File: config.mk
export PLATFORM = sky130hd
export DESIGN_NAME = length_prefixed_message_deframer_unit
export DESIGN_NICKNAME = d
export VERILOG_FILES = /design/src/rtl/lpmd_pkg.sv /design/src/rtl/lpmd_parser.sv /design/src/rtl/length_prefixed_message_deframer_unit.sv
export SDC_FILE = /design/constraint.sdc
export NUM_CORES = 1
export LEC_CHECK = 0
export BUFFER_PORTS_ARGS = -buffer_cell sky130_fd_sc_hd__buf_2
export CAP_MARGIN = 20
export CORE_ASPECT_RATIO = 0.7
export CORE_UTILIZATION = 53
export DETAILED_ROUTE_END_ITERATION = 12
export PLACE_DENSITY = 0.76
export SLEW_MARGIN = 20
export SYNTH_ARGS = -nofsm -noshare
export SYNTH_HDL_FRONTEND = slang
export SYNTH_SLANG_ARGS = --single-unit
File: constraint.sdc
create_clock -name clk -period 2.69 [get_ports clk]
set_clock_uncertainty 0.15 [all_clocks]
set_input_delay 0.1345 -clock clk [delete_from_list [all_inputs] [get_ports clk]]
set_output_delay 0.1345 -clock clk [all_outputs]
set_load 0.005 [all_outputs]
File: src/rtl/lpmd_pkg.sv
`timescale 1ns / 1ps
// Shared types and constants for the length-prefixed message deframer.
// No dependencies; imported by lpmd_parser and the top level.

package lpmd_pkg;

	localparam int HEADER_BYTES_DEF = 12;
	localparam int LEN_BYTES        = 4;
	localparam logic [15:0] MAX_PAYLOAD_RST = 16'd1000;

	typedef enum logic {
		OP_DATA  = 1'b0,
		OP_CLEAR = 1'b1
	} op_t;

	typedef enum logic [1:0] {
		PH_HEADER  = 2'd0,
		PH_PAYLOAD = 2'd1,
		PH_ERROR   = 2'd2
	} phase_t;

	typedef enum logic [1:0] {
		KIND_BYTE  = 2'd0,
		KIND_EMPTY = 2'd1,
		KIND_ERROR = 2'd2
	} kind_t;

	typedef struct packed {
		kind_t      kind;
		logic [7:0] payload_byte;
		logic       last;
	} result_t;

endpackage

File: src/rtl/lpmd_parser.sv
`timescale 1ns / 1ps
// Frame parser: header counter, length assembly and check, payload countdown.
// Depends on lpmd_pkg.

module lpmd_parser
	import lpmd_pkg::*;
#(
	parameter int HEADER_BYTES = HEADER_BYTES_DEF
) (
	input  logic        clk,
	input  logic        arst_n,
	input  logic        step,
	input  logic        op,
	input  logic [7:0]  data_byte,
	input  logic [15:0] max_payload,
	output logic        res_valid,
	output result_t     res
);

	localparam int CNT_W = $clog2(HEADER_BYTES);
	localparam logic [CNT_W-1:0] CNT_LAST = CNT_W'(HEADER_BYTES - 1);

	phase_t           phase_q, phase_d;
	logic [CNT_W-1:0] count_q, count_d;
	logic [23:0]      shift_q, shift_d;
	logic [15:0]      left_q, left_d;
	logic [31:0]      len;
	logic             is_last;

	always_ff @(posedge clk or negedge arst_n) begin
		if (!arst_n) begin
			phase_q <= PH_HEADER;
			count_q <= '0;
			shift_q <= '0;
			left_q  <= '0;
		end else begin
			phase_q <= phase_d;
			count_q <= count_d;
			shift_q <= shift_d;
			left_q  <= left_d;
		end
	end

	// Only the newest three header bytes are kept; with the current byte they
	// form the big-endian length.
	assign len     = {shift_q, data_byte};
	assign is_last = (left_q <= 16'd1);

	always_comb begin
		phase_d   = phase_q;
		count_d   = count_q;
		shift_d   = shift_q;
		left_d    = left_q;
		res_valid = 1'b0;
		res       = '{kind: KIND_BYTE, payload_byte: 8'd0, last: 1'b0};
		if (step) begin
			if (op == OP_CLEAR) begin
				phase_d = PH_HEADER;
				count_d = '0;
				shift_d = '0;
				left_d  = '0;
			end else begin
				unique case (phase_q)
					PH_ERROR: begin
						// drop bytes until a clear request
					end
					PH_PAYLOAD: begin
						res_valid = 1'b1;
						res       = '{kind: KIND_BYTE, payload_byte: data_byte, last: is_last};
						left_d    = left_q - 16'd1;
						if (is_last) begin
							phase_d = PH_HEADER;
							count_d = '0;
							shift_d = '0;
							left_d  = '0;
						end
					end
					default: begin
						if (count_q == CNT_LAST) begin
							count_d   = '0;
							shift_d   = '0;
							res_valid = 1'b1;
							if (len[31] || (|len[30:16]) || (len[15:0] > max_payload)) begin
								phase_d = PH_ERROR;
								left_d  = '0;
								res     = '{kind: KIND_ERROR, payload_byte: 8'd0, last: 1'b1};
							end else if (len[15:0] == 16'd0) begin
								phase_d = PH_HEADER;
								res     = '{kind: KIND_EMPTY, payload_byte: 8'd0, last: 1'b1};
							end else begin
								phase_d   = PH_PAYLOAD;
								left_d    = len[15:0];
								res_valid = 1'b0;
							end
						end else begin
							count_d = count_q + 1'b1;
							shift_d = len[23:0];
						end
					end
				endcase
			end
		end
	end

	a_payload_nonzero: assert property (@(posedge clk) disable iff (!arst_n)
		phase_q == PH_PAYLOAD |-> left_q != 16'd0)
		else $error("payload phase with zero bytes left");

	a_error_silent: assert property (@(posedge clk) disable iff (!arst_n)
		phase_q == PH_ERROR && op == OP_DATA |-> !res_valid)
		else $error("result produced in error state");

	a_count_range: assert property (@(posedge clk) disable iff (!arst_n)
		count_q <= CNT_LAST)
		else $error("header count out of range");

	a_error_enters: assert property (@(posedge clk) disable iff (!arst_n)
		res_valid && res.kind == KIND_ERROR |=> phase_q == PH_ERROR)
		else $error("error result without error state");

endmodule

File: src/rtl/length_prefixed_message_deframer_unit.sv
`timescale 1ns / 1ps
// Top level of the length-prefixed message deframer.
// Depends on lpmd_pkg and lpmd_parser.
//
// Usage:
//   Input channel (in_valid / in_stall, op, data_byte) takes one stream byte
//   or a clear request per cycle unless stalled. A header of HEADER_BYTES
//   bytes ends in a big-endian signed 32-bit length; earlier ones are skipped.
//   Output channel (out_valid / out_stall, kind, payload_byte, last) gives one
//   result per payload byte, one empty-message result for length zero, or one
//   error result for a negative or oversize length, after which data bytes
//   are dropped until a clear request.
//   Config channel (cfg_valid / cfg_ready, cfg_data) writes max_payload;
//   cfg_ready is always high. Write it only while the block is idle.
// Timing:
//   A request is registered in the input register at its accept edge, and
//   its result, if any, is registered in the result register, which drives
//   out_valid. One request per cycle is sustained while no result is held
//   by out_stall; the input register and the result register advance together
//   whenever the result register is empty or being taken.
// Reset and stall:
//   Reset empties both registers, returns to the header phase and sets
//   max_payload to 1000. While out_stall holds a waiting result, in_stall
//   rises once the input register is also full.

module length_prefixed_message_deframer_unit
	import lpmd_pkg::*;
#(
	parameter int HEADER_BYTES = HEADER_BYTES_DEF
) (
	input  logic        clk,
	input  logic        arst_n,
	input  logic        in_valid,
	output logic        in_stall,
	input  logic        op,
	input  logic [7:0]  data_byte,
	output logic        out_valid,
	input  logic        out_stall,
	output logic [1:0]  kind,
	output logic [7:0]  payload_byte,
	output logic        last,
	input  logic        cfg_valid,
	output logic        cfg_ready,
	input  logic [15:0] cfg_data
);

	logic        valid_s1;
	logic        op_s1;
	logic [7:0]  byte_s1;
	logic        out_valid_q;
	result_t     res_q;
	logic [15:0] max_payload_q;
	logic        advance;
	logic        res_valid;
	result_t     res;

	assign cfg_ready = 1'b1;
	assign advance   = !out_valid_q || !out_stall;
	assign in_stall  = valid_s1 && !advance;

	always_ff @(posedge clk or negedge arst_n) begin
		if (!arst_n) begin
			max_payload_q <= MAX_PAYLOAD_RST;
		end else if (cfg_valid && cfg_ready) begin
			max_payload_q <= cfg_data;
		end
	end

	always_ff @(posedge clk or negedge arst_n) begin
		if (!arst_n) begin
			valid_s1 <= 1'b0;
		end else if (!in_stall) begin
			valid_s1 <= in_valid;
		end
	end

	always_ff @(posedge clk) begin
		if (!in_stall && in_valid) begin
			op_s1   <= op;
			byte_s1 <= data_byte;
		end
	end

	lpmd_parser #(
		.HEADER_BYTES(HEADER_BYTES)
	) u_parser (
		.clk        (clk),
		.arst_n     (arst_n),
		.step       (valid_s1 && advance),
		.op         (op_s1),
		.data_byte  (byte_s1),
		.max_payload(max_payload_q),
		.res_valid  (res_valid),
		.res        (res)
	);

	always_ff @(posedge clk or negedge arst_n) begin
		if (!arst_n) begin
			out_valid_q <= 1'b0;
		end else if (advance) begin
			out_valid_q <= valid_s1 && res_valid;
		end
	end

	always_ff @(posedge clk) begin
		if (advance && valid_s1 && res_valid) begin
			res_q <= res;
		end
	end

	assign out_valid    = out_valid_q;
	assign kind         = res_q.kind;
	assign payload_byte = res_q.payload_byte;
	assign last         = res_q.last;

	a_stall_when_full: assert property (@(posedge clk) disable iff (!arst_n)
		out_valid_q && out_stall && valid_s1 |-> in_stall)
		else $error("input taken while both registers are full");

	a_hold_result: assert property (@(posedge clk) disable iff (!arst_n)
		out_valid_q && out_stall |=> out_valid_q && $stable(res_q))
		else $error("held result changed under stall");

	a_free_no_stall: assert property (@(posedge clk) disable iff (!arst_n)
		!out_valid_q |-> !in_stall)
		else $error("stall raised with empty result register");

endmodule
==> flow_summary.yaml <==
synth:
  synth_area_leaders: "dfrtp_1 34%, edfxtp_1 14%, nand2_1 6.9%"
  synth_common_cells: "79 x nand2_1, 58 x dfrtp_1, 46 x o21ai_0, 24 x inv_1"
  synth-edff-count: 20
  ys_seq_area_frac: 0.5106
  yosys_warnings: 0
  synth_top_area_share: 0.3354
  ys_ff_latch: 84
  syn_inst: 430
  syn_area_um2: 4328
  synth_ff_type: "dfrtp_1"
  syn_avg_cell_area_um2: 10.06
  synth_most_common_cell: "nand2_1"
  ys_types: 50
  synth_top_area_cell: "dfrtp_1"
  async_reset_ff_frac: 0.7619
  syn-num-nets: 481
timing:
  setup_violations: 11
  period_share: 1.012
  setup_ws_ns: -0.03102
  worstMarginPinSlew_ns: 0.6841
  min_period_ns: 2.721
  slew-limit-headroom: 0.5439
  rsz0062_at_grt: "yes"
  hold_violations: 0
  fmax_mhz: 367.5
  slew_viol_final: 0
worst_setup_path:
  startpoint_type: "flip-flop"
  crit_type: "reg -> reg"
  rr_worst_depth: 11
  critPathCaptureType: "flip-flop"
  cp_data_required_time_ns: 2.60
  crit_fanout: 11
  critPathArrivalTime_ns: 2.63
clock_network:
  cts_root_buf: "clkbuf_16"
  cts_made_buffers: 9
  cts-htree-levels: 3
  clockBufferDepth: 2
  clock_sinks: 84
  cts_tree: "yes"
  worstSkewPairLatency_ns: 0.34
  clk_pin_slew_ns: 0.06
hold_path:
  whs_path_depth: 3
  hp-class: "in -> reg"
grt:
  grt_pass1_vias: 3505
  overflow: 0
  grt_max_degree: 55
  grt_usage: 0.2813
  grt_first_pass_wirelength_um: 17950
  antenna_found_initial: 0
final_layout:
  regArea_um2: 2210
  multiInputGateArea_um2: 2110
  diodes: 0
  postLayoutCellArea_um2: 5623
  layout.nets: 577
  final_cells: 632
  drive_gt1_frac: 0.2693
  areaGrowthSynthToFinish_pct: 29.92
  nFillCells: 518
placement:
  hpwl_um: 7095
  place_congestion: 0.8875
  port_buffers: 42
  place_ws_ns: -0.09997
  place_area_um2: 4817
  dp_cells: 584
route:
  drt-total-wl_um: 11200
  wl_per_cell_um: 17.71
  vias: 3612
  ant_nets: 0
  viasPerCell: 5.715
  drc: 0
  first_pass_iters: 5
  drtIter0Drc: 343
floorplanning:
  die_height_um: 77.61
  rows: 27
  start_util: 0.5498
  dieArea_um2: 8537
  fp.dieW_um: 110.0
  coreArea_um2: 7871
  io_pins: 44
pwr:
  ir_worst_vdd_uv: 564.8
  p_leak_nw: 2.445
  powerDensity_nw_per_um2: 867.3
  totalPowerFinal_mw: 4.877
status:
  violations: "setup timing"
  status: "finished with violations"
job:
  maxCapViolations: 0
-- report_power, final --
group          switching [mW]  internal [mW]  leakage [nW]  total, mW
Clock                   0.501          0.644         0.135       1.14
Combinational           0.969          0.857          1.32       1.83
Sequential              0.322           1.58         0.987       1.91
-- timing repair --
item,4_1_cts,5_1_grt
pin swaps,7,7
hold buffers,29,0
setup endpoints to repair,30,31
setup buffers,3,1
hold endpoints to repair,47,0
cloned,0,1
gates resized for setup,7,26
-- metrics by stage --
stage / setup TNS [ns] / hold slack [ns] / utilization
CTS: -0.2244 / 0.05877 / 0.6915
detailed placement: -1.703 / 0.06108 / 0.6120
finish: -0.3284 / 0.07236 / 0.7144
global placement: -0.5312 / 0.06039 / 0.6120
global route: -1.634 / 0.1245 / 0.7144
floorplan: 0 / -0.3111 / -
-- per-layer routing --
metal	track usage	up-vias	wire (µm)
li1	-	1733	-
met1	0.3989	1739	4982
met2	0.4163	122	5331
met3	0.07227	18	678
met4	0.09733	0	202
met5	0	-	0
-- final cells by class --
| type | instances | area share |
|---|---|---|
| clock buffer | 11 | 0.04317 |
| inverter | 24 | 0.01602 |
| clock inverter | 5 | 0.004895 |
| sequential | 84 | 0.3930 |
| timing repair buffer | 107 | 0.1453 |
| multi-input combinational | 300 | 0.3752 |
| tap | 101 | 0.02247 |
-- cells by family after synthesis --
family | count (synthesis) | share of synthesized area
xor+xnor | 13 | 0.02631
buf+inv | 46 | 0.04741
fa+ha+maj | 21 | 0.06071
flops | 84 | 0.5106
other cells | 1 | 0.0008665
simple gates | 148 | 0.1772
mux | 1 | 0.002602
compound gates | 116 | 0.1743
-- worst max-delay path, stage by stage, from the launching register on --
cell and delay, ns:
dfstp_2 0.51, inv_1 0.08, ha_4 0.29, nand4_1 0.09
nor4_2 0.31, a21boi_2 0.21, buf_4 0.13, o41ai_4 0.07
buf_4 0.17, and3_4 0.19, nor2_4 0.09, buf_12 0.14
-- cells in the final DEF, fill, tap and decap left out, types with 16 or more instances in the layout --
cell           synthesis  final
ha_1                  21     17
a21oi_1               21     19
buf_4                  3     32
nand2_1               79     79
inv_1                 24     21
buf_2                  3     42
dfrtp_1               58     58
o211ai_1              16     16
dlygate4sd3_1          0     29
o21ai_0               46     46
edfxtp_1              20     20
-- sequential cells by signal (all words and copies together), names as in the netlist, 2 cells and up --
name,count
kind,2
max_payload_q,16
u_parser.phase_q,2
u_parser.left_q,16
byte_s1,8
u_parser.count_q,4
payload_byte,8
u_parser.shift_q,24
-- final timing paths --
| kind | startpoint | to | slack (ns) |
|---|---|---|---|
| worst max-delay path | max_payload_q[6] | payload_byte[6] | -0.03 |
| worst min-delay path | cfg_valid | max_payload_q[8] | 0.07 |
| worst max register to register | max_payload_q[6] | payload_byte[6] | -0.03 |
| worst min register to register | u_parser.count_q[3] | u_parser.count_q[3] | 0.33 |
| max in group asynchronous | arst_n | max_payload_q[9] | 1.34 |
| min in group asynchronous | arst_n | valid_s1 | 0.22 |
Note: power is estimated with default switching activity, not from simulation.
